<file path="config.mk">
export PLATFORM = sky130hd
export DESIGN_NAME = sacis_regs
export DESIGN_NICKNAME = d
export VERILOG_FILES = /design/src/sv/sacis_pkg.sv /design/src/sv/sacis_regs.sv
export SDC_FILE = /design/constraint.sdc
export NUM_CORES = 1
export LEC_CHECK = 0
export BUFFER_PORTS_ARGS = -buffer_cell sky130_fd_sc_hd__buf_4
export CORE_MARGIN = 2
export CORE_UTILIZATION = 38
export DETAILED_ROUTE_END_ITERATION = 8
export HOLD_SLACK_MARGIN = 0.02
export PLACE_DENSITY_LB_ADDON = 0.1
export SLEW_MARGIN = 20
export SYNTH_ARGS = -nofsm -noshare
export SYNTH_HDL_FRONTEND = slang
export SYNTH_SLANG_ARGS = --single-unit
</file>
<file path="constraint.sdc">
create_clock -name i_clk -period 1.83 [get_ports i_clk]
set_clock_uncertainty 0.2 [all_clocks]
set_input_delay 0.0915 -clock i_clk [delete_from_list [all_inputs] [get_ports i_clk]]
set_output_delay 0.0915 -clock i_clk [all_outputs]
set_load 0.03 [all_outputs]
</file>
<file path="src/sv/sacis_pkg.sv">
`timescale 1ns / 1ps
// ----------------------------------------------------------------------------
// sacis_pkg
// Shared types, codes and helpers of the child interval search block.
// ----------------------------------------------------------------------------
package sacis_pkg;

    // input beat opcodes
    localparam logic [1:0] OP_WRITE_TEXT   = 2'd0;
    localparam logic [1:0] OP_WRITE_SUFFIX = 2'd1;
    localparam logic [1:0] OP_QUERY        = 2'd2;

    // register index, taken from the word address
    localparam logic REG_TEXT_LENGTH = 1'b0;
    localparam logic REG_READ_MODE   = 1'b1;

    // read mode bits
    localparam int MODE_REVERSE    = 0;
    localparam int MODE_COMPLEMENT = 1;

    // codes below this are nucleotides and get complemented
    localparam logic [7:0] DNA_CODES = 8'd4;
    localparam logic [7:0] DNA_MAX   = 8'd3;

    typedef struct packed {
        logic [12:0] text_length;
        logic [1:0]  read_mode;
    } t_cfg;

    // requests from the search engine to the stores
    typedef struct packed {
        logic        suf_rd;
        logic [11:0] suf_addr;
        logic        txt_rd;
        logic [12:0] txt_addr;
        logic        suf_wr;
        logic        txt_wr;
        logic [11:0] wr_addr;
        logic [11:0] wr_data;
    } t_mem_req;

    // registered read data from the stores
    typedef struct packed {
        logic [11:0] suf;
        logic [7:0]  txt;
    } t_mem_rsp;

    typedef enum logic [3:0] {
        ST_IDLE = 4'b0001,
        ST_TEXT = 4'b0010,
        ST_EVAL = 4'b0100,
        ST_DONE = 4'b1000
    } t_state;

    typedef enum logic [3:0] {
        PH_BOUND_LO = 4'b0001,
        PH_BOUND_HI = 4'b0010,
        PH_FIRST    = 4'b0100,
        PH_LAST     = 4'b1000
    } t_phase;

    // midpoint lo + (hi - lo + 1) / 2, only called with 0 <= lo <= hi
    function automatic logic [11:0] mid_of(logic signed [13:0] lo, logic signed [13:0] hi);
        logic [13:0] span;
        logic [13:0] sum;
        span = 14'($unsigned(hi) - $unsigned(lo)) + 14'd1;
        sum  = $unsigned(lo) + {1'b0, span[13:1]};
        return sum[11:0];
    endfunction

endpackage

</file>
<file path="src/sv/sacis_regs.sv">
`timescale 1ns / 1ps
// ----------------------------------------------------------------------------
// sacis_regs
// APB register file holding text length and read mode.
// ----------------------------------------------------------------------------
module sacis_regs (
    input  logic               i_clk,
    input  logic               i_rst_n,
    input  logic               psel,
    input  logic               penable,
    input  logic               pwrite,
    input  logic [2:0]         paddr,
    input  logic [31:0]        pwdata,
    output logic [31:0]        prdata,
    output logic               pready,
    output sacis_pkg::t_cfg    o_cfg
);

    sacis_pkg::t_cfg r_cfg;
    sacis_pkg::t_cfg n_cfg;
    logic            w_wr;

    assign w_wr   = psel & penable & pwrite;
    assign pready = 1'b1;
    assign o_cfg  = r_cfg;

    // register write decode
    always_comb begin
        n_cfg = r_cfg;
        if (w_wr) begin
            unique case (paddr[2])
                sacis_pkg::REG_TEXT_LENGTH: n_cfg.text_length = pwdata[12:0];
                sacis_pkg::REG_READ_MODE:   n_cfg.read_mode   = pwdata[1:0];
                default:                    n_cfg = r_cfg;
            endcase
        end
    end

    always_ff @(posedge i_clk) begin
        if (!i_rst_n) begin
            r_cfg <= '0;
        end else begin
            r_cfg <= n_cfg;
        end
    end

    // read back
    always_comb begin
        unique case (paddr[2])
            sacis_pkg::REG_TEXT_LENGTH: prdata = {19'd0, r_cfg.text_length};
            sacis_pkg::REG_READ_MODE:   prdata = {30'd0, r_cfg.read_mode};
            default:                    prdata = '0;
        endcase
    end

endmodule

</file>
# After elaboration in Yosys (flattened, before gate mapping)
# Cells that the tools add are included.
# W data, S select, Z words.
[totals] reg_bits=15 latch_bits=0 ram_bits=0 romBits=0 input_bits=40 out_inout_bits=48 wordCells=8 mem_count=0
[classes] n_addsub=0 n_mul=0 n_div=0 order_cmp=0 n_eq_ne=0 n_shift=0 muxes=1 bitwise_logic=3 reduce_logical=2
[ops] cell="$pmux W32 S2" count=1
[ops] cell="$reduce_and A2 Y1" count=2
[ops] cell="$and A1 B1 Y1" count=2
[ops] cell="$not A1 Y1" count=1

# Logic depth before layout (Yosys ltp)
# Gate-level depths: netlist of run 1.
[logic_depth] depth_word=3 depth_mapped=4 depth_no_buf=2

# Least setup slack after synthesis of run 1
# OpenSTA, ideal clock, no wires.
[synth_path] path_kind="reg-to-output" startpoint="reg r_cfg (netlist bit o_cfg[13])" endpoint="out prdata[11]" arrival_time_ns=1.010 required_ns=1.538 path_slack_ns=0.529 stages_incl_launch_ff=2 n_path_buf=0 cell_sequence="dfxtp_1 -> nor2b_1"
[synth_between] elab_chain_cells=1
[synth_lines] item="start: declaration" line="sacis_regs.sv:19" text="sacis_pkg::t_cfg r_cfg;"
[synth_lines] item="start signal: assignment" line="sacis_regs.sv:43" text="r_cfg <= n_cfg;"
[synth_lines] item="$pmux W32 S2" line="sacis_regs.sv:49" text="unique case (paddr[2])"
[synth_lines] item="end: declaration" line="sacis_regs.sv:14" text="output logic [31:0] prdata,"
# No other way between the ends. The select of a mux whose other input is x is not followed.

==> impl_metrics.ini, run 1 <==
[outcome]
run_status = complete, no violations

[setup_path]
r2r_end = o_cfg[0]
worst_ep_required_time_ns = 1.84
rrSetupSlack_ns = 0.48
startpoint_type = input port
r2r-start = o_cfg[0]
crit_slowest_cell = dlygate4sd3_1
r2r_cells = 3
critPathMaxStageDelay_ns = 0.56
cp_max_fo = 28
critPathKind = input port to flop
critPathTopFamily = buffers and inverters
cp_common_cell = dlygate4sd3_1
cp_num_buf_inv = 3
crit_arrival_ns = 1.70
path_cells = dlygate4sd3_1, buf_4, nand2_1, dlygate4sd3_1, mux2i_1
cp-end-kind = flop

[route]
drt_first_pass_iters = 4
wl_per_cell_um = 10.30
antenna_left = 0
vias = 816
drt_iter0_drc = 4
drcViolationCount = 0
drt_wl_total_um = 2050
vias_per_cell = 4.101

[min_path]
hold_path_startpoint = penable
hold_path_end = o_cfg[10]
hold_class = input port to flop
worstHoldPathCells = 4

[logic_synthesis]
yosysSeqAreaShare_pct = 34.43
yosys.area.top_type = dfxtp_1
synth.area.top_cells = dfxtp_1 34%, buf_4 17%, mux2i_1 17%
syn_inst = 101
ys_types = 14
avgSynthCellArea_sq_um = 8.635
synth.ff_latch_count = 15
synth_area_sq_um = 872.1
yosys_warnings = 0
synth_top_area_share_pct = 34.43

[clock_tree]
cts.sinks = 15
cts_inserted_buffers = 3
htree_levels = 1
clkTransAtPathRegs_ns = 0.09
cts_tree = done
clockBufferDepth = 2
cts-resized-gates = 0
clk_latency_ns = 0.27
cts-root-buf = clkbuf_4

[layout]
utilization_pct = 65.05
largest_reg_flops = 15
final_cells = 199
drive_gt1_share_pct = 30.99
antenna-diode-count = 0
syn2layout_area_growth_pct = 63.42
final_nets = 212

[placed_design]
placedCellCount = 168
io_buffers = 46
dp_slack_ns = 0.5546
hpwl_um = 1321
gp_congestion = 0.6905

[global_routing]
grt_pass1_wl_um = 3236
track_usage_pct = 16.07
grt_max_degree = 29
overflow = 0
antenna_found_initial = 0
grt_pass1_vias = 764

[sta]
fin_hold_ws_ns = 0.2646
fin_crit_sh_pct = 92.68
setup_slack_ns = 0.1339
setup_viol_count_final = 0
fin_crit_ns = 1.696
rsz0062_at_grt = no
clock.fmax_mhz = 589.6
finalSetupTns_ns = 0
slew_viol_final = 0
hold_violations = 0

[die]
rows = 17
core_sq_um = 2191
ios = 88
dieArea_sq_um = 2694
dieHeight_um = 51.91
die_x_um = 51.91
start_util_pct = 39.81

[power]
pwr-share-seq_pct = 46.3
ir_drop_mv = 0.3769
sw_frac_of_total_pct = 30.84
internal-power_mw = 0.5056
p_comb_share_pct = 28.3
p_sw_mw = 0.2255
power_density_nw_per_um2 = 513.0
p_clk_share_pct = 25.4
p_leak_nw = 0.6838

[flow_run]
maxCapViolCount = 0
==> power by group through the flow <==
stage / Clock, mW / Sequential (mW) / Combinational [mW]
2_1_floorplan: 0 / 0.360 / 0.132
3_3_place_gp: 0 / 0.346 / 0.161
3_5_place_dp: 0 / 0.346 / 0.163
4_1_cts: 0.198 / 0.339 / 0.206
5_1_grt: 0.210 / 0.340 / 0.222
6_report: 0.186 / 0.338 / 0.207
==> layer usage <==
metal / global-route usage (%) / part of all wire [%] / vias up / wire length (um)
met3: 2.586 / 5.8 / 0 / 118
met2: 30.59 / 54 / 32 / 1099
li1: - / - / 420 / -
met5: 0 / 0 / - / 0
met4: 5.263 / 0 / 0 / 0
met1: 17.76 / 41 / 364 / 831
==> worst reg2reg max path: cells and delay by family (launching register included) <==
family	cells	cell delay, ns
buffers and inverters	1	0.56
DFF	1	0.36
muxes	1	0.12
and+or+nand+nor	1	0.06
==> what timing repair did <==
action / in CTS / in global routing
hold endpoints to repair: 15 / 0
hold buffers: 27 / 0
setup buffers: 0 / 0
==> how the worst max path moves through the flow <==
| stage | startpoint | endpoint | slack [ns] | cells after the start |
|---|---|---|---|---|
| finish | i_rst_n | o_cfg[7] | 0.13 | 5 |
| global route | i_rst_n | o_cfg[1] | 0.06 | 5 |
| CTS | i_rst_n | o_cfg[11] | 0.19 | 5 |
| detailed placement | paddr[2] | o_cfg[14] | 0.55 | 4 |
| global placement | paddr[2] | o_cfg[2] | 0.58 | 4 |
| floorplan | o_cfg[13] | prdata[11] | 0.53 | 1 |
==> cell usage in the layout, fill, tap and decap left out <==
master	count
and2b_2	1
and4b_1	1
buf_4	47
clkbuf_1	1
clkbuf_4	3
conb_1	20
dfxtp_1	15
dlygate4sd3_1	27
mux2_2	2
mux2i_1	15
nand2_1	28
nand4_1	1
nor2b_1	10
==> area by class of cell <==
| type | instances | area [sq um] |
|---|---|---|
| well taps | 28 | 35.03 |
| fillers | 191 | 765.7 |
| repair buffers | 74 | 623.1 |
| clock buffers | 4 | 26.28 |
| multi-input cells | 78 | 440.4 |
| flip-flops and latches | 15 | 300.3 |
==> kinds of logic (layout without fill, tap and decap cells) <==
logic type	count (synthesis)	in the layout	share of synthesized area, %
mux	17	17	19.80
flops	15	15	34.43
buf+inv	26	78	22.81
simple gates	41	41	22.10
other cells	2	20	0.8612
==> metrics by stage <==
step / total power, mW / area (sq um)
floorplan: 0.4920 / 939.7
global placement: 0.5072 / 1129
detailed placement: 0.5091 / 1129
CTS: 0.7418 / 1425
global route: 0.7712 / 1425
finish: 0.7311 / 1425
==> cells in the mapped netlist <==
cell type and n:
nand2_1 28, buf_4 20, dfxtp_1 15, mux2i_1 15
nor2b_1 10, buf_2 2, clkbuf_1 2, conb_1 2
mux2_2 2, and2b_2 1, and4b_1 1, buf_12 1
buf_6 1, nand4_1 1
Note: power is estimated with default switching activity, not from simulation.
==> run 2: changes to the inputs <==
PLACE_DENSITY = 0.85   (was default)
PLACE_DENSITY_LB_ADDON = default   (was 0.1)
==> run 2 against run 1 <==
Against the previous run: total power down 0.70%; via count unchanged; non-clock buffer count decreased by 2; die area stayed put; setup slack better by 0.015 ns; critical endpoint is now o_cfg[6]; largest power group unchanged; highest routed layer is now met4.
==> impl_metrics.ini, run 2 (synthesis results as in run 1) <==
[outcome]
run_status = complete, no violations

[layout]
final_nets = 210
antenna-diode-count = 0
stdcell_area_sq_um = 1405
layout_commonest_cell = buf_4
syn2layout_area_growth_pct = 61.12
utilization_pct = 64.13
final_cells = 197
largest_reg_flops = 15
final_cell_mix = 47 x buf_4, 28 x nand2_1, 25 x dlygate4sd3_1
drive_gt1_share_pct = 31.36

[clock_tree]
cts-resized-gates = 0
cts.sinks = 15
cts_inserted_buffers = 3
cts_tree = done
clkTransAtPathRegs_ns = 0.09
htree_levels = 1
cts-root-buf = clkbuf_4
clockBufferDepth = 2
clk_latency_ns = 0.27

[die]
core_sq_um = 2191
start_util_pct = 39.81
ios = 88
dieHeight_um = 51.91
die_x_um = 51.91
dieArea_sq_um = 2694
rows = 17

[placed_design]
placed_cell_area_sq_um = 1129
io_buffers = 46
hpwl_um = 1290
placedCellCount = 168
gp_congestion = 0.6893
dp_slack_ns = 0.5648

[min_path]
hold_path_startpoint = pwrite
hold_class = input port to flop
worstHoldPathCells = 3
hold_path_end = o_cfg[0]

[sta]
fin_hold_ws_ns = 0.02181
rsz0062_at_grt = no
setup_viol_count_final = 0
setup_slack_ns = 0.1494
slew_viol_final = 0
clock.fmax_mhz = 595.0
hold_violations = 0
fin_crit_ns = 1.681
fin_crit_sh_pct = 91.84
finalSetupTns_ns = 0

[route]
wl_per_cell_um = 10.58
drt_first_pass_iters = 3
antenna_left = 0
drt_wl_total_um = 2084
drt_iter0_drc = 4
vias = 816
drcViolationCount = 0
vias_per_cell = 4.142

[setup_path]
cp_common_cell = dlygate4sd3_1
path_cells = dlygate4sd3_1, buf_4, nand2_1, dlygate4sd3_1, mux2i_1
critPathKind = input port to flop
cp_max_fo = 28
cp-end-kind = flop
r2r-start = o_cfg[1]
startpoint = i_rst_n
startpoint_type = input port
crit_slowest_cell = dlygate4sd3_1
rrSetupSlack_ns = 0.46
critPathMaxStageDelay_ns = 0.56
r2r_cells = 3
worst_ep_required_time_ns = 1.83
crit_arrival_ns = 1.68
r2r_end = o_cfg[1]

[global_routing]
track_usage_pct = 16.69
grt_max_degree = 29
antenna_found_initial = 0
grt_pass1_vias = 773
overflow = 0
grt_pass1_wl_um = 3298

[power]
p_leak_nw = 0.6742
power_density_nw_per_um2 = 516.6
ir_drop_mv = 0.3559
p_total_mw = 0.7259

[flow_run]
maxCapViolCount = 0
run 2: changes by cell type in the layout (fill, tap and decap cells not counted):
cell	previous run	this run
dlygate4sd3_1	27	25
run 2: per-layer routing:
layer  GRT usage (%)  wire length [um]  vias to the layer above
met4           7.018                14                        0
met5               0                 0                        -
li1                -                 -                      416
met1           16.37               752                      365
met3           3.161               129                        2
met2           33.12              1187                       33
run 2: worst max-delay path by stage:
stage / end / slack (ns) / cells past startpoint
after floorplan: prdata[11] / 0.53 / 1
after global placement: o_cfg[3] / 0.60 / 4
after detailed placement: o_cfg[8] / 0.56 / 4
after CTS: o_cfg[14] / 0.18 / 5
after global routing: o_cfg[10] / 0.06 / 5
final: o_cfg[6] / 0.15 / 5
run 2: critical path, delay by kind of cell:
kind / cells / cell delay (ns)
buf+inv: 3 / 1.36
mux: 1 / 0.15
simple gates: 1 / 0.08
run 2: layout make-up:
cell class,instances,area (sq um)
Fill cell,179,785.8
Sequential cell,15,300.3
Clock buffer,4,26.28
Timing Repair Buffer,72,603.1
Multi-Input combinational cell,78,440.4
Tap cell,28,35.03
run 2: where the power goes:
part / switching (mW) / internal (mW)
clock: 0.0986 / 0.0844
sequential: 0.00492 / 0.333
combinational: 0.119 / 0.0858
run 2: what timing repair did:
| item | 4_1_cts | 5_1_grt |
|---|---|---|
| hold endpoints to repair | 15 | 0 |
| buffers inserted | 0 | 0 |
| hold buffers | 25 | 0 |
