File: src/sv/sacis_pkg.sv
`timescale 1ns / 1ps
// ----------------------------------------------------------------------------
// sacis_pkg
// Shared types, codes and helpers of the child interval search block.
// ----------------------------------------------------------------------------
package sacis_pkg;

    // input beat opcodes
    localparam logic [1:0] OP_WRITE_TEXT   = 2'd0;
    localparam logic [1:0] OP_WRITE_SUFFIX = 2'd1;
    localparam logic [1:0] OP_QUERY        = 2'd2;

    // register index, taken from the word address
    localparam logic REG_TEXT_LENGTH = 1'b0;
    localparam logic REG_READ_MODE   = 1'b1;

    // read mode bits
    localparam int MODE_REVERSE    = 0;
    localparam int MODE_COMPLEMENT = 1;

    // codes below this are nucleotides and get complemented
    localparam logic [7:0] DNA_CODES = 8'd4;
    localparam logic [7:0] DNA_MAX   = 8'd3;

    typedef struct packed {
        logic [12:0] text_length;
        logic [1:0]  read_mode;
    } t_cfg;

    // requests from the search engine to the stores
    typedef struct packed {
        logic        suf_rd;
        logic [11:0] suf_addr;
        logic        txt_rd;
        logic [12:0] txt_addr;
        logic        suf_wr;
        logic        txt_wr;
        logic [11:0] wr_addr;
        logic [11:0] wr_data;
    } t_mem_req;

    // registered read data from the stores
    typedef struct packed {
        logic [11:0] suf;
        logic [7:0]  txt;
    } t_mem_rsp;

    typedef enum logic [3:0] {
        ST_IDLE = 4'b0001,
        ST_TEXT = 4'b0010,
        ST_EVAL = 4'b0100,
        ST_DONE = 4'b1000
    } t_state;

    typedef enum logic [3:0] {
        PH_BOUND_LO = 4'b0001,
        PH_BOUND_HI = 4'b0010,
        PH_FIRST    = 4'b0100,
        PH_LAST     = 4'b1000
    } t_phase;

    // midpoint lo + (hi - lo + 1) / 2, only called with 0 <= lo <= hi
    function automatic logic [11:0] mid_of(logic signed [13:0] lo, logic signed [13:0] hi);
        logic [13:0] span;
        logic [13:0] sum;
        span = 14'($unsigned(hi) - $unsigned(lo)) + 14'd1;
        sum  = $unsigned(lo) + {1'b0, span[13:1]};
        return sum[11:0];
    endfunction

endpackage

File: src/sv/sacis_if.sv
`timescale 1ns / 1ps
// ----------------------------------------------------------------------------
// sacis_in_if / sacis_out_if
// Valid/ready channels for input beats and result beats.
// ----------------------------------------------------------------------------
interface sacis_in_if;
    logic        valid;
    logic        ready;
    logic [1:0]  opcode;
    logic [11:0] write_index;
    logic [11:0] write_value;
    logic [7:0]  symbol;
    logic [12:0] depth_offset;
    logic [11:0] low_bound;
    logic [11:0] high_bound;

    modport source (output valid, opcode, write_index, write_value, symbol,
                    depth_offset, low_bound, high_bound, input ready);
    modport sink   (input valid, opcode, write_index, write_value, symbol,
                    depth_offset, low_bound, high_bound, output ready);
endinterface

interface sacis_out_if;
    logic        valid;
    logic        ready;
    logic        found;
    logic [11:0] first_index;
    logic [11:0] last_index;

    modport source (output valid, found, first_index, last_index, input ready);
    modport sink   (input valid, found, first_index, last_index, output ready);
endinterface

File: src/sv/sacis_search.sv
`timescale 1ns / 1ps
// ----------------------------------------------------------------------------
// sacis_search
// Sequencer: store writes, boundary probes and the two binary searches.
// ----------------------------------------------------------------------------
module sacis_search #(
    parameter int unsigned ENTRIES        = 4096,
    parameter int unsigned SEPARATOR_CODE = 255
) (
    input  logic                 i_clk,
    input  logic                 i_rst_n,
    input  sacis_pkg::t_cfg      i_cfg,
    sacis_in_if.sink             i_in,
    sacis_out_if.source          o_out,
    output sacis_pkg::t_mem_req  o_req,
    input  sacis_pkg::t_mem_rsp  i_rsp
);

    localparam logic [7:0] SEP = 8'(SEPARATOR_CODE);

    sacis_pkg::t_state r_state, n_state;
    sacis_pkg::t_phase r_phase, n_phase;

    logic [7:0]         r_sym, n_sym;
    logic [12:0]        r_off, n_off;
    logic [11:0]        r_hi_in, n_hi_in;
    logic signed [13:0] r_lo, n_lo;
    logic signed [13:0] r_hi, n_hi;
    logic [11:0]        r_probe, n_probe;
    logic               r_sep, n_sep;
    logic [11:0]        r_hit, n_hit;
    logic               r_hit_ok, n_hit_ok;
    logic [11:0]        r_first, n_first;
    logic               r_res_found, n_res_found;
    logic [11:0]        r_res_first, n_res_first;
    logic [11:0]        r_res_last, n_res_last;
    logic               r_out_valid, n_out_valid;
    logic               r_out_found, n_out_found;
    logic [11:0]        r_out_first, n_out_first;
    logic [11:0]        r_out_last, n_out_last;

    logic        w_acc;
    logic        w_query;
    logic        w_wr_ok;
    logic        w_suf_ok;
    logic [11:0] w_suf_val;
    logic [13:0] w_pos;
    logic [13:0] w_tl;
    logic [13:0] w_rev;
    logic [12:0] w_idx;
    logic        w_sep_pos;
    logic        w_idx_oor;
    logic [7:0]  w_sym_c;
    logic        w_step;
    logic        w_finish;
    logic        w_fin_found;
    logic [11:0] w_fin_first;
    logic [11:0] w_fin_last;

    // input handshake and store writes
    assign i_in.ready = (r_state == sacis_pkg::ST_IDLE);
    assign w_acc      = i_in.valid & i_in.ready;
    assign w_query    = w_acc && (i_in.opcode == sacis_pkg::OP_QUERY);
    assign w_wr_ok    = ({20'd0, i_in.write_index} < 32'(ENTRIES));

    // text position of the suffix just read
    assign w_suf_ok  = ({20'd0, r_probe} < 32'(ENTRIES));
    assign w_suf_val = w_suf_ok ? i_rsp.suf : 12'd0;
    assign w_pos     = {2'b00, w_suf_val} + {1'b0, r_off};
    assign w_tl      = {1'b0, i_cfg.text_length};
    assign w_sep_pos = (w_pos >= w_tl);
    assign w_rev     = w_tl - 14'd1 - w_pos;
    assign w_idx     = i_cfg.read_mode[sacis_pkg::MODE_REVERSE] ? w_rev[12:0] : w_pos[12:0];
    assign w_idx_oor = ({19'd0, w_idx} >= 32'(ENTRIES));

    // probed symbol, separator never complemented
    always_comb begin
        if (r_sep) begin
            w_sym_c = SEP;
        end else if (i_cfg.read_mode[sacis_pkg::MODE_COMPLEMENT]
                     && (i_rsp.txt < sacis_pkg::DNA_CODES)) begin
            w_sym_c = sacis_pkg::DNA_MAX - i_rsp.txt;
        end else begin
            w_sym_c = i_rsp.txt;
        end
    end

    // sequencer
    always_comb begin
        n_state     = r_state;
        n_phase     = r_phase;
        n_sym       = r_sym;
        n_off       = r_off;
        n_hi_in     = r_hi_in;
        n_lo        = r_lo;
        n_hi        = r_hi;
        n_probe     = r_probe;
        n_sep       = r_sep;
        n_hit       = r_hit;
        n_hit_ok    = r_hit_ok;
        n_first     = r_first;
        n_res_found = r_res_found;
        n_res_first = r_res_first;
        n_res_last  = r_res_last;
        n_out_valid = r_out_valid & ~o_out.ready;
        n_out_found = r_out_found;
        n_out_first = r_out_first;
        n_out_last  = r_out_last;
        w_step      = 1'b0;
        w_finish    = 1'b0;
        w_fin_found = 1'b0;
        w_fin_first = 12'd0;
        w_fin_last  = 12'd0;

        o_req          = '0;
        o_req.suf_addr = r_probe;
        o_req.txt_addr = w_idx;
        o_req.wr_addr  = i_in.write_index;
        o_req.wr_data  = i_in.write_value;
        o_req.txt_wr   = w_acc && (i_in.opcode == sacis_pkg::OP_WRITE_TEXT) && w_wr_ok;
        o_req.suf_wr   = w_acc && (i_in.opcode == sacis_pkg::OP_WRITE_SUFFIX) && w_wr_ok;

        unique case (r_state)
            sacis_pkg::ST_IDLE: begin
                if (w_query) begin
                    n_sym          = i_in.symbol;
                    n_off          = i_in.depth_offset;
                    n_hi_in        = i_in.high_bound;
                    n_lo           = $signed({2'b00, i_in.low_bound});
                    n_hi           = $signed({2'b00, i_in.high_bound});
                    n_probe        = i_in.low_bound;
                    n_phase        = sacis_pkg::PH_BOUND_LO;
                    o_req.suf_rd   = 1'b1;
                    o_req.suf_addr = i_in.low_bound;
                    n_state        = sacis_pkg::ST_TEXT;
                end
            end
            sacis_pkg::ST_TEXT: begin
                n_sep        = w_sep_pos | w_idx_oor;
                o_req.txt_rd = 1'b1;
                n_state      = sacis_pkg::ST_EVAL;
            end
            sacis_pkg::ST_EVAL: begin
                unique case (r_phase)
                    sacis_pkg::PH_BOUND_LO: begin
                        if (r_sym < w_sym_c) begin
                            w_finish = 1'b1;
                        end else begin
                            n_phase        = sacis_pkg::PH_BOUND_HI;
                            n_probe        = r_hi_in;
                            o_req.suf_rd   = 1'b1;
                            o_req.suf_addr = r_hi_in;
                            n_state        = sacis_pkg::ST_TEXT;
                        end
                    end
                    sacis_pkg::PH_BOUND_HI: begin
                        if (r_sym > w_sym_c) begin
                            w_finish = 1'b1;
                        end else begin
                            // lo and hi still hold the parent interval
                            n_phase  = sacis_pkg::PH_FIRST;
                            n_hit_ok = 1'b0;
                            w_step   = 1'b1;
                        end
                    end
                    sacis_pkg::PH_FIRST: begin
                        if (w_sym_c < r_sym) begin
                            n_lo = $signed({2'b00, r_probe}) + 14'sd1;
                        end else begin
                            if (w_sym_c == r_sym) begin
                                n_hit    = r_probe;
                                n_hit_ok = 1'b1;
                            end
                            n_hi = $signed({2'b00, r_probe}) - 14'sd1;
                        end
                        // first search done with a hit: search for the last
                        if ((n_lo > n_hi) && n_hit_ok) begin
                            n_first  = n_hit;
                            n_phase  = sacis_pkg::PH_LAST;
                            n_lo     = $signed({2'b00, n_hit}) + 14'sd1;
                            n_hi     = $signed({2'b00, r_hi_in});
                            n_hit_ok = 1'b0;
                        end
                        w_step = 1'b1;
                    end
                    sacis_pkg::PH_LAST: begin
                        if (r_sym < w_sym_c) begin
                            n_hi = $signed({2'b00, r_probe}) - 14'sd1;
                        end else begin
                            if (w_sym_c == r_sym) begin
                                n_hit    = r_probe;
                                n_hit_ok = 1'b1;
                            end
                            n_lo = $signed({2'b00, r_probe}) + 14'sd1;
                        end
                        w_step = 1'b1;
                    end
                    default: w_finish = 1'b1;
                endcase

                // next probe, or the end of the search
                if (w_step) begin
                    if (n_lo <= n_hi) begin
                        n_probe        = sacis_pkg::mid_of(n_lo, n_hi);
                        o_req.suf_rd   = 1'b1;
                        o_req.suf_addr = n_probe;
                        n_state        = sacis_pkg::ST_TEXT;
                    end else if (n_phase == sacis_pkg::PH_LAST) begin
                        w_finish    = 1'b1;
                        w_fin_found = 1'b1;
                        w_fin_first = n_first;
                        w_fin_last  = n_hit_ok ? n_hit : n_first;
                    end else begin
                        w_finish = 1'b1;
                    end
                end

                if (w_finish) begin
                    n_res_found = w_fin_found;
                    n_res_first = w_fin_first;
                    n_res_last  = w_fin_last;
                    n_state     = sacis_pkg::ST_DONE;
                end
            end
            sacis_pkg::ST_DONE: begin
                // wait for the output register to free up
                if (!r_out_valid || o_out.ready) begin
                    n_out_valid = 1'b1;
                    n_out_found = r_res_found;
                    n_out_first = r_res_first;
                    n_out_last  = r_res_last;
                    n_state     = sacis_pkg::ST_IDLE;
                end
            end
            default: n_state = sacis_pkg::ST_IDLE;
        endcase
    end

    // control state
    always_ff @(posedge i_clk) begin
        if (!i_rst_n) begin
            r_state     <= sacis_pkg::ST_IDLE;
            r_phase     <= sacis_pkg::PH_BOUND_LO;
            r_out_valid <= 1'b0;
        end else begin
            r_state     <= n_state;
            r_phase     <= n_phase;
            r_out_valid <= n_out_valid;
        end
    end

    // datapath registers
    always_ff @(posedge i_clk) begin
        r_sym       <= n_sym;
        r_off       <= n_off;
        r_hi_in     <= n_hi_in;
        r_lo        <= n_lo;
        r_hi        <= n_hi;
        r_probe     <= n_probe;
        r_sep       <= n_sep;
        r_hit       <= n_hit;
        r_hit_ok    <= n_hit_ok;
        r_first     <= n_first;
        r_res_found <= n_res_found;
        r_res_first <= n_res_first;
        r_res_last  <= n_res_last;
        r_out_found <= n_out_found;
        r_out_first <= n_out_first;
        r_out_last  <= n_out_last;
    end

    assign o_out.valid       = r_out_valid;
    assign o_out.found       = r_out_found;
    assign o_out.first_index = r_out_first;
    assign o_out.last_index  = r_out_last;

endmodule

File: src/flat_wrapper.sv
// flat-port wrapper written by rule: the top's interface ports become plain ports
module sacis_search_flat 
#(
    parameter int unsigned ENTRIES        = 4096,
    parameter int unsigned SEPARATOR_CODE = 255
)
  (i_clk, i_rst_n, i_cfg, o_req, i_rsp, i_in_valid, i_in_opcode, i_in_write_index, i_in_write_value, i_in_symbol, i_in_depth_offset, i_in_low_bound, i_in_high_bound, i_in_ready, o_out_valid, o_out_found, o_out_first_index, o_out_last_index, o_out_ready);
  sacis_in_if i_in_i ();
  sacis_out_if o_out_i ();
  input  logic i_clk;
  input  logic i_rst_n;
  input  sacis_pkg::t_cfg i_cfg;
  output sacis_pkg::t_mem_req o_req;
  input  sacis_pkg::t_mem_rsp i_rsp;
  input wire logic [$bits(i_in_i.valid)-1:0] i_in_valid;
  input wire logic [$bits(i_in_i.opcode)-1:0] i_in_opcode;
  input wire logic [$bits(i_in_i.write_index)-1:0] i_in_write_index;
  input wire logic [$bits(i_in_i.write_value)-1:0] i_in_write_value;
  input wire logic [$bits(i_in_i.symbol)-1:0] i_in_symbol;
  input wire logic [$bits(i_in_i.depth_offset)-1:0] i_in_depth_offset;
  input wire logic [$bits(i_in_i.low_bound)-1:0] i_in_low_bound;
  input wire logic [$bits(i_in_i.high_bound)-1:0] i_in_high_bound;
  output wire logic [$bits(i_in_i.ready)-1:0] i_in_ready;
  output wire logic [$bits(o_out_i.valid)-1:0] o_out_valid;
  output wire logic [$bits(o_out_i.found)-1:0] o_out_found;
  output wire logic [$bits(o_out_i.first_index)-1:0] o_out_first_index;
  output wire logic [$bits(o_out_i.last_index)-1:0] o_out_last_index;
  input wire logic [$bits(o_out_i.ready)-1:0] o_out_ready;
  assign i_in_i.valid = i_in_valid;
  assign i_in_i.opcode = i_in_opcode;
  assign i_in_i.write_index = i_in_write_index;
  assign i_in_i.write_value = i_in_write_value;
  assign i_in_i.symbol = i_in_symbol;
  assign i_in_i.depth_offset = i_in_depth_offset;
  assign i_in_i.low_bound = i_in_low_bound;
  assign i_in_i.high_bound = i_in_high_bound;
  assign i_in_ready = i_in_i.ready;
  assign o_out_valid = o_out_i.valid;
  assign o_out_found = o_out_i.found;
  assign o_out_first_index = o_out_i.first_index;
  assign o_out_last_index = o_out_i.last_index;
  assign o_out_i.ready = o_out_ready;
  sacis_search #(.ENTRIES(ENTRIES), .SEPARATOR_CODE(SEPARATOR_CODE)) u_core (.i_clk(i_clk), .i_rst_n(i_rst_n), .i_cfg(i_cfg), .i_in(i_in_i), .o_out(o_out_i), .o_req(o_req), .i_rsp(i_rsp));
endmodule
File: config.mk
export PLATFORM = sky130hd
export DESIGN_NAME = sacis_search_flat
export DESIGN_NICKNAME = d
export VERILOG_FILES = /design/src/sv/sacis_pkg.sv /design/src/sv/sacis_if.sv /design/src/sv/sacis_search.sv /design/src/flat_wrapper.sv
export SDC_FILE = /design/constraint.sdc
export NUM_CORES = 1
export LEC_CHECK = 0
export BUFFER_PORTS_ARGS = -buffer_cell sky130_fd_sc_hd__buf_2
export CAP_MARGIN = 20
export CORE_MARGIN = 2
export CORE_UTILIZATION = 45
export DETAILED_ROUTE_END_ITERATION = 10
export PLACE_DENSITY_LB_ADDON = 0.05
export REMOVE_ABC_BUFFERS = 1
export SLEW_MARGIN = 30
export SYNTH_ARGS = -nofsm -noshare
export SYNTH_HDL_FRONTEND = slang
export SYNTH_SLANG_ARGS = --single-unit
File: constraint.sdc
create_clock -name i_clk -period 9.82 [get_ports i_clk]
set_clock_uncertainty 0.15 [all_clocks]
set_input_delay 0.491 -clock i_clk [delete_from_list [all_inputs] [get_ports i_clk]]
set_output_delay 0.491 -clock i_clk [all_outputs]
set_load 0.05 [all_outputs]
* Word-level counts from Yosys, hierarchy flattened
Index checks and enable logic that the tools add are counted.
** Storage, ports and cells
- Bits in registers :: 158
- Bits of input ports :: 110
** Operators by class
- Add/subtract/negate cells :: 10
- Order comparisons :: 8
- Equal/unequal tests :: 14
- Muxes and demuxes :: 79
- Bitwise operators :: 6
- Reduce and logical (&&, ||, !) cells :: 17
** Operators by type and width (count)
- 2-to-1 mux 14 bit :: 14
- 2-to-1 mux 12 bit :: 13
- case mux 14 bit (2 select lines) :: 4
- 2-to-1 mux 13 bit :: 6
- 2-to-1 mux 4 bit :: 12
- case mux 12 bit (2 select lines) :: 2
- adder 12 x 1 -> 13 bit (second input constant) :: 2
- case mux 13 bit (2 select lines) :: 1
- subtractor 13 bit :: 2
- 2-to-1 mux 1 bit :: 19
- < comparator 8 bit :: 2
- 2-to-1 mux 8 bit :: 2
- case mux 4 bit (4 select lines) :: 1
- adder 12 x 13 -> 14 bit :: 1
- greater-or-equal comparator 14 x 13 -> 1 bit :: 1
- greater-than comparator 14 bit :: 1
- less-or-equal comparator 14 bit :: 1
- adder 13 x 1 -> 13 bit (second input constant) :: 1
- greater-or-equal comparator 13 bit (second input constant) :: 1
- subtractor 12 x 1 -> 13 bit (second input constant) :: 1
- subtractor 13 x 1 -> 13 bit (second input constant) :: 1
- adder 12 bit :: 1
- equality test 4 bit (second input constant) :: 3
- case mux 4 bit (3 select lines) :: 1
- other kinds (25) :: 41

* Logic depth before layout (Yosys ltp)
Gate-level depths: netlist (run 1).
- Depth after elaboration :: 19
- Gate-level depth with buffers :: 49

* Least setup slack after synthesis (run 1)
OpenSTA, ideal clock, no wires.
- Path kind :: in2out
- From :: input i_rsp[5] (netlist bit)
- To :: output o_req[51] (netlist bit)
- Arrival :: 9.682 ns
- Slack :: -0.503 ns
- Stages :: 46
- Cells stage by stage :: nor4_1 -> and3_1 -> clkbuf_1 -> a21o_1 -> nor2_1 -> ha_1 -> nand4_1 -> or2_2 -> and2_1 -> nor2_1 -> clkbuf_1 -> clkbuf_1 -> nor2_1 -> a21oi_1 -> ha_1 -> nor2b_1 -> o21a_1 -> o211ai_1 -> [10 not listed] -> a21o_1 -> a21oi_1 -> nand2b_1 -> nand2b_1 -> a21oi_1 -> o21bai_1 -> a21oi_1 -> xnor2_1 -> ha_1 -> a21o_1 -> a21oi_1 -> nand2_1 -> a21oi_1 -> o21ai_0 -> a21oi_1 -> xnor2_1 -> xnor2_1 -> o211ai_1
** RTL lines
- from (decl) :: RTL line flat_wrapper.sv:14 : input sacis_pkg::t_mem_rsp i_rsp;
- to (decl) :: RTL line flat_wrapper.sv:13 : output sacis_pkg::t_mem_req o_req;

==> results of run 1 <==
sequential cells by signal, indices dropped and copies added, names as in the netlist, 12 cells and up:
signal / cells
u_core.r_probe: 12
u_core.r_res_first: 12
u_core.o_out.first_index: 12
u_core.r_hit: 12
u_core.r_lo: 14
u_core.r_res_last: 12
u_core.r_hi_in: 12
u_core.o_out.last_index: 12
u_core.r_off: 13
u_core.r_first: 12
u_core.r_hi: 14
cell usage after synthesis, types with 3 or more instances:
master / number / area, um2
a211o_1: 7 / 61.31
a211oi_1: 3 / 22.52
a21o_1: 13 / 97.59
a21oi_1: 85 / 425.4
a221oi_1: 11 / 96.34
a222oi_1: 4 / 40.04
a22oi_1: 6 / 45.04
a31oi_1: 6 / 37.54
and2_1: 9 / 56.30
and3_1: 12 / 75.07
buf_2: 6 / 30.03
buf_4: 25 / 187.7
buf_6: 5 / 56.30
clkbuf_1: 42 / 157.7
dfxtp_1: 9 / 180.2
edfxtp_1: 149 / 4474
fa_1: 3 / 60.06
ha_1: 110 / 1376
inv_1: 107 / 401.6
mux2_2: 21 / 236.5
mux2i_1: 27 / 270.3
nand2_1: 148 / 555.5
nand2b_1: 7 / 43.79
nand3_1: 17 / 85.08
nand3b_1: 5 / 37.54
nand4_1: 17 / 106.4
nor2_1: 135 / 506.7
nor2b_1: 12 / 75.07
nor3_1: 19 / 95.09
nor3b_1: 3 / 22.52
o211ai_1: 19 / 142.6
o21a_1: 13 / 97.59
o21ai_0: 92 / 460.4
o21bai_1: 18 / 135.1
o22ai_1: 12 / 75.07
o31ai_1: 3 / 22.52
o31ai_2: 3 / 37.54
o32ai_1: 4 / 35.03
or2_2: 3 / 18.77
or3_1: 8 / 50.05
xnor2_1: 48 / 420.4
xor2_1: 27 / 236.5
where the power goes:
group          internal [mW]  total [mW]  switching (mW)
Clock                  0.342       0.672           0.330
Sequential             0.769       0.796          0.0269
Combinational          0.364       0.933           0.569
Total                   1.48        2.40           0.925
area by class of cell:
cell class	count	share of cell area, %
clock inverters	15	1.181
inverters	108	2.856
repair buffers	225	9.891
multi-input cells	968	47.33
flip-flops and latches	158	32.79
well taps	335	2.953
clock buffers	17	2.997
through the flow:
step	total power, mW	utilization (%)
after floorplan	1.423	-
after global placement	1.682	50.66
after detailed placement	1.682	50.66
after CTS	2.361	53.00
after global routing	2.530	54.31
final	2.401	54.31
timing repair:
action | CTS | global route
gates resized for setup | 5 | 53
setup buffers | 0 | 13
endpoints found under the setup margin | 2 | 7
gates cloned | 0 | 1
endpoints found under the hold margin | 0 | 0
pin swaps | 0 | 32
kinds of logic (layout without fill, tap and decap cells):
| kind of cell | count (synthesis) | after routing |
|---|---|---|
| AND/OR/NAND/NOR | 410 | 410 |
| AO/OA/AOI/OAI | 322 | 322 |
| buffers and inverters | 188 | 365 |
| flip-flops | 158 | 158 |
| adder cells (fa/ha/maj) | 113 | 113 |
| XOR/XNOR | 75 | 75 |
| multiplexers | 48 | 48 |
cell usage in the layout, fill, tap and decap left out, types with 17 or more instances in the layout:
| cell type | synthesis | routed |
|---|---|---|
| nand4_1 | 17 | 17 |
| xnor2_1 | 48 | 48 |
| a21oi_1 | 85 | 75 |
| xor2_1 | 27 | 27 |
| nand3_1 | 17 | 17 |
| ha_1 | 110 | 107 |
| nor3_1 | 19 | 19 |
| clkbuf_16 | 0 | 18 |
| o21ai_0 | 92 | 85 |
| mux2i_1 | 27 | 26 |
| inv_1 | 107 | 107 |
| buf_4 | 25 | 77 |
| o211ai_1 | 19 | 19 |
| mux2_2 | 21 | 20 |
| nand2_1 | 148 | 146 |
| edfxtp_1 | 149 | 149 |
| nor2_1 | 135 | 133 |
| buf_2 | 6 | 140 |
| o21bai_1 | 18 | 18 |
how the worst min path moves through the flow:
stage	start	endpoint	slack, ps	depth (start not counted)
5_1_grt	i_in_symbol[5]	u_core.r_sym[5]	60	1
6_report	i_in_symbol[5]	u_core.r_sym[5]	70	1
3_5_place_dp	u_core.r_res_first[2]	u_core.o_out.first_index[2]	250	0
4_1_cts	i_in_symbol[5]	u_core.r_sym[5]	60	1
3_3_place_gp	u_core.r_res_last[11]	u_core.o_out.last_index[11]	250	0
2_1_floorplan	u_core.r_res_first[0]	u_core.o_out.first_index[0]	250	0
routing by layer:
metal	part of all wire [%]	wire, um
met4	1.1	412
met3	4.6	1656
met1	48	17080
met2	47	16690
met5	0.092	33
==> run metrics, run 1 <==
Initial Util=a little under half; Total GRT Usage=between 20% and 30%; Setup crit end=o_req[49]; FF-to-FF path depth=42; post-route design area=about 0.014 mm2; Ports=190; Placed Area=approximately 0.013 mm2; CP bufs+invs=11; EDFF count, synth=approximately 150; Total Wirelength=about 36000 um; worst r2r src=u_core.r_sep; wire length of the first global-routing pass=approximately 56000 um; mapped cell area=0.01202 mm2; Max stage delay cell, worst path=a211oi_2; met3 GRT Util=between 4 and 5%; register area=0.004654 mm2; crit start category=input pin; measured slew at the worst slew-check pin=between 800 and 900 ps; Die Y=around 170 um; Post-Synth XOR/XNOR Area=under 10%; vias in the first global route=about 10000; Port Buffers=141; Worst-Skew Late Latency=between 400 and 500 ps; Hold WS=65.74 ps; router iterations before antenna repair=8; DP Cell Count=between 1500 and 2000; Area Overhead vs Synth=18.07%; Root Driver=clkbuf_16; Die Wd=approximately 170 um; ys flop type=edfxtp_1; CP required=just over 9000 ps; Placer Congestion=about 0.90; Final min period=~9400 ps; Worst path max stage delay=390 ps; final std cells w/o fill=1826; number of diodes=0; Crit Path Class=input pin to output port; grt ovf=0; final worst slack=between 400 and 500 ps; crit-path max FO=14; fraction of the cycle the final worst path needs=95.78%; Slew Limit Fails=0; largest net degree at the start of global routing=between 40 and 50; CP Launch Point=i_rsp[5]; multi-input logic area=about 0.0067 mm2; P per Cell Area=roughly 170 mW/mm2; Die ar.=around 0.028 mm2; failing checks=DRC; critical path depth in cells=47; DR iter-0 viols=701; final setup fails=0; WL/cell=19.65 um; Seq/Total Area, Yosys=38.72%; post-synth cell types=73; # clock sinks=between 150 and 200; area share of fa/ha/maj cells after synthesis=a little under an eighth; TritonCTS Buffers=17; CP Data Arrival Time=about 9000 ps; status=complete, but fails checks; peak supply drop=0.0001219 V; Setup crit end kind=output port; mux cell area share after synthesis=4.215%; Detail Route Antenna Nets=0; warning count from the yosys run=0; Fin. Hold Viols=0; # DRC=8; Vias per Instance=5.565; M2 GR Usage=a little over two fifths; initial antenna violation count=0; Post-DP HPWL=between 20000 and 30000 um; hold buffer count at CTS=0; Core Region=0.02613 mm2; Crit Reg-Reg Endpoint=u_core.r_probe[9]; Post-Synthesis Cells=~1300; CTS max path bufs=2; Worst-path clk slew=around 80 ps; Peak Freq=~0.11 GHz; Seq cells post-synth=158; H-tree levels=4; Top delay family on crit path=compound AO/OA/AOI/OAI gates; Setup TNS Final=0 ps; Post-synth ARST share=0%; Most common cell on crit path=buf_4; Worst slew margin=between 40 and 50%; Synth Area per Inst=about 9.1 um2; Hold Path Class=input pin to flip-flop; Vias=about 10000; max cap viols=0; Static Leak=between 6 and 7 nW; pre-CTS WS=-129.7 ps; share of cells above drive strength 1=approximately 22%; busiest grt layer=met2; compound-cell area share of the yosys netlist=17.13%; fill cell count=between 2000 and 2500; CTS tree=yes; largest family of logic cells by synthesized area=compound AO/OA/AOI/OAI gates; final-stage net count=about 1700; R2R Setup Slk=roughly 1500 ps; met1 Usage GRT=a little over a third; post-synthesis simple-gate area fraction=roughly 15%; site row count=between 50 and 60
No activity file was read; power rests on OpenSTA's default activity.
==> run 2: changes to the inputs <==
==> constraint.sdc (replaced) <==
create_clock -name i_clk -period 9.82 [get_ports i_clk]
set_clock_uncertainty 0.15 [all_clocks]
set_input_delay 0.491 -clock i_clk [delete_from_list [all_inputs] [get_ports i_clk]]
set_output_delay 0.491 -clock i_clk [all_outputs]
set_load 0.01 [all_outputs]
==> run metrics, run 2 (same netlist as run 1, synthesis figures left out) <==
status=complete, but fails checks; failing checks=DRC; router iterations before antenna repair=8; Area Overhead vs Synth=17.66%; Fin. Hold Viols=0; Setup TNS Final=0 ps; Peak Freq=0.1080 GHz; register area=around 0.0047 mm2; Hold Path Class=input pin to flip-flop; Setup crit end kind=output port; Most common cell on crit path=ha_1; initial antenna violation count=0; Worst-Skew Late Latency=450 ps; Placed Area=0.01315 mm2; CP required=9180 ps; DR iter-0 viols=approximately 850; Largest regs=u_core.r_hi x14, u_core.r_lo x14, u_core.r_off x13; hold buffer count at CTS=0; share of cells above drive strength 1=a little over a fifth; Worst path max stage delay=370 ps; final-stage net count=about 1700; Worst Hold Launch=i_in_symbol[4]; FF-to-FF path depth=44; fill cell count=roughly 2500; CP Launch Point=i_rsp[5]; Total GRT Usage=around 25%; measured slew at the worst slew-check pin=833.1 ps; CTS max path bufs=2; Port Buffers=around 140; critical path depth in cells=43; WL/cell=19.44 um; largest net degree at the start of global routing=between 60 and 70; Die Y=around 170 um; vias in the first global route=9689; wire length of the first global-routing pass=54560 um; max cap viols=0; worst r2r src=u_core.r_sep; grt ovf=0; Worst slew margin=roughly 44%; crit-path max FO=5; fraction of the cycle the final worst path needs=between 90% and 100%; post-route design area=approximately 0.014 mm2; # clock sinks=158; Final min period=between 9000 and 10000 ps; Static Leak=around 6.1 nW; site row count=59; Final Util=54.13%; DP Cell Count=1766; Worst-path clk slew=~80 ps; # DRC=8; multi-input logic area=0.006726 mm2; Post-DP HPWL=between 20000 and 30000 um; total power=around 2.3 mW; Detail Route Antenna Nets=0; H-tree levels=4; Total Wirelength=35350 um; Slew Limit Fails=0; peak supply drop=about 0.00011 V; hold path depth=1; Crit Path Class=input pin to output port; Vias per Instance=between 5 and 6; Root Driver=clkbuf_16; number of diodes=0; CP bufs+invs=4; most common cell after layout, fill and taps aside=edfxtp_1; Ports=190; Core Region=between 0.02 and 0.03 mm2; final setup fails=0; TritonCTS Buffers=17; P per Cell Area=between 150 and 200 mW/mm2; Initial Util=a little under half; Die Wd=about 170 um; CP Data Arrival Time=~8600 ps; Top delay family on crit path=compound AO/OA/AOI/OAI gates; Vias=10164; Placer Congestion=roughly 0.96; Max stage delay cell, worst path=mux2_2; most frequent cells in the layout=edfxtp_1 (149), nand2_1 (147), buf_2 (141), nor2_1 (133), inv_1 (107); final std cells w/o fill=1818; CTS tree=yes; Die ar.=roughly 0.028 mm2; crit start category=input pin
-- run 2: cell type report --
| type | count | area share, % |
|---|---|---|
| inverters | 108 | 2.866 |
| clock inverters | 15 | 1.336 |
| flip-flops and latches | 158 | 32.91 |
| well taps | 335 | 2.963 |
| repair buffers | 217 | 9.368 |
| clock buffers | 17 | 3.008 |
| multi-input cells | 968 | 47.55 |
-- run 2: path summary, 6_finish.rpt --
path / end / slack, ps
max reg2reg: u_core.r_probe[11] / 1620
min: u_core.r_sym[4] / 70
max: o_req[49] / 560
min reg2reg: u_core.o_out.last_index[2] / 270
-- run 2: through the flow --
stage          hold slack (ps)  setup slack (ps)
4_1_cts                  58.29             28.08
3_5_place_dp             254.5            -132.5
2_1_floorplan            250.3             -1158
3_3_place_gp             250.4             29.59
6_report                 72.39             564.2
5_1_grt                  63.63            -19.69
-- run 2: what timing repair did --
action	4_1_cts	5_1_grt
pin swaps	0	33
setup buffers	0	19
gates resized for setup	6	44
cloned	0	1
endpoints found under the hold margin	0	0
endpoints found under the setup margin	2	8
-- run 2: routing by layer --
metal	vias up	global-route usage, %	wire, um
met2	330	40.14	15980
met1	4802	35.77	16640
li1	4991	-	-
met4	0	7.032	633
met5	-	1.391	0
met3	41	3.474	2093
-- run 2: where the power goes --
group | internal [mW] | switching [mW]
Sequential | 0.769 | 0.0276
Clock | 0.348 | 0.343
Combinational | 0.347 | 0.463
Total | 1.46 | 0.834
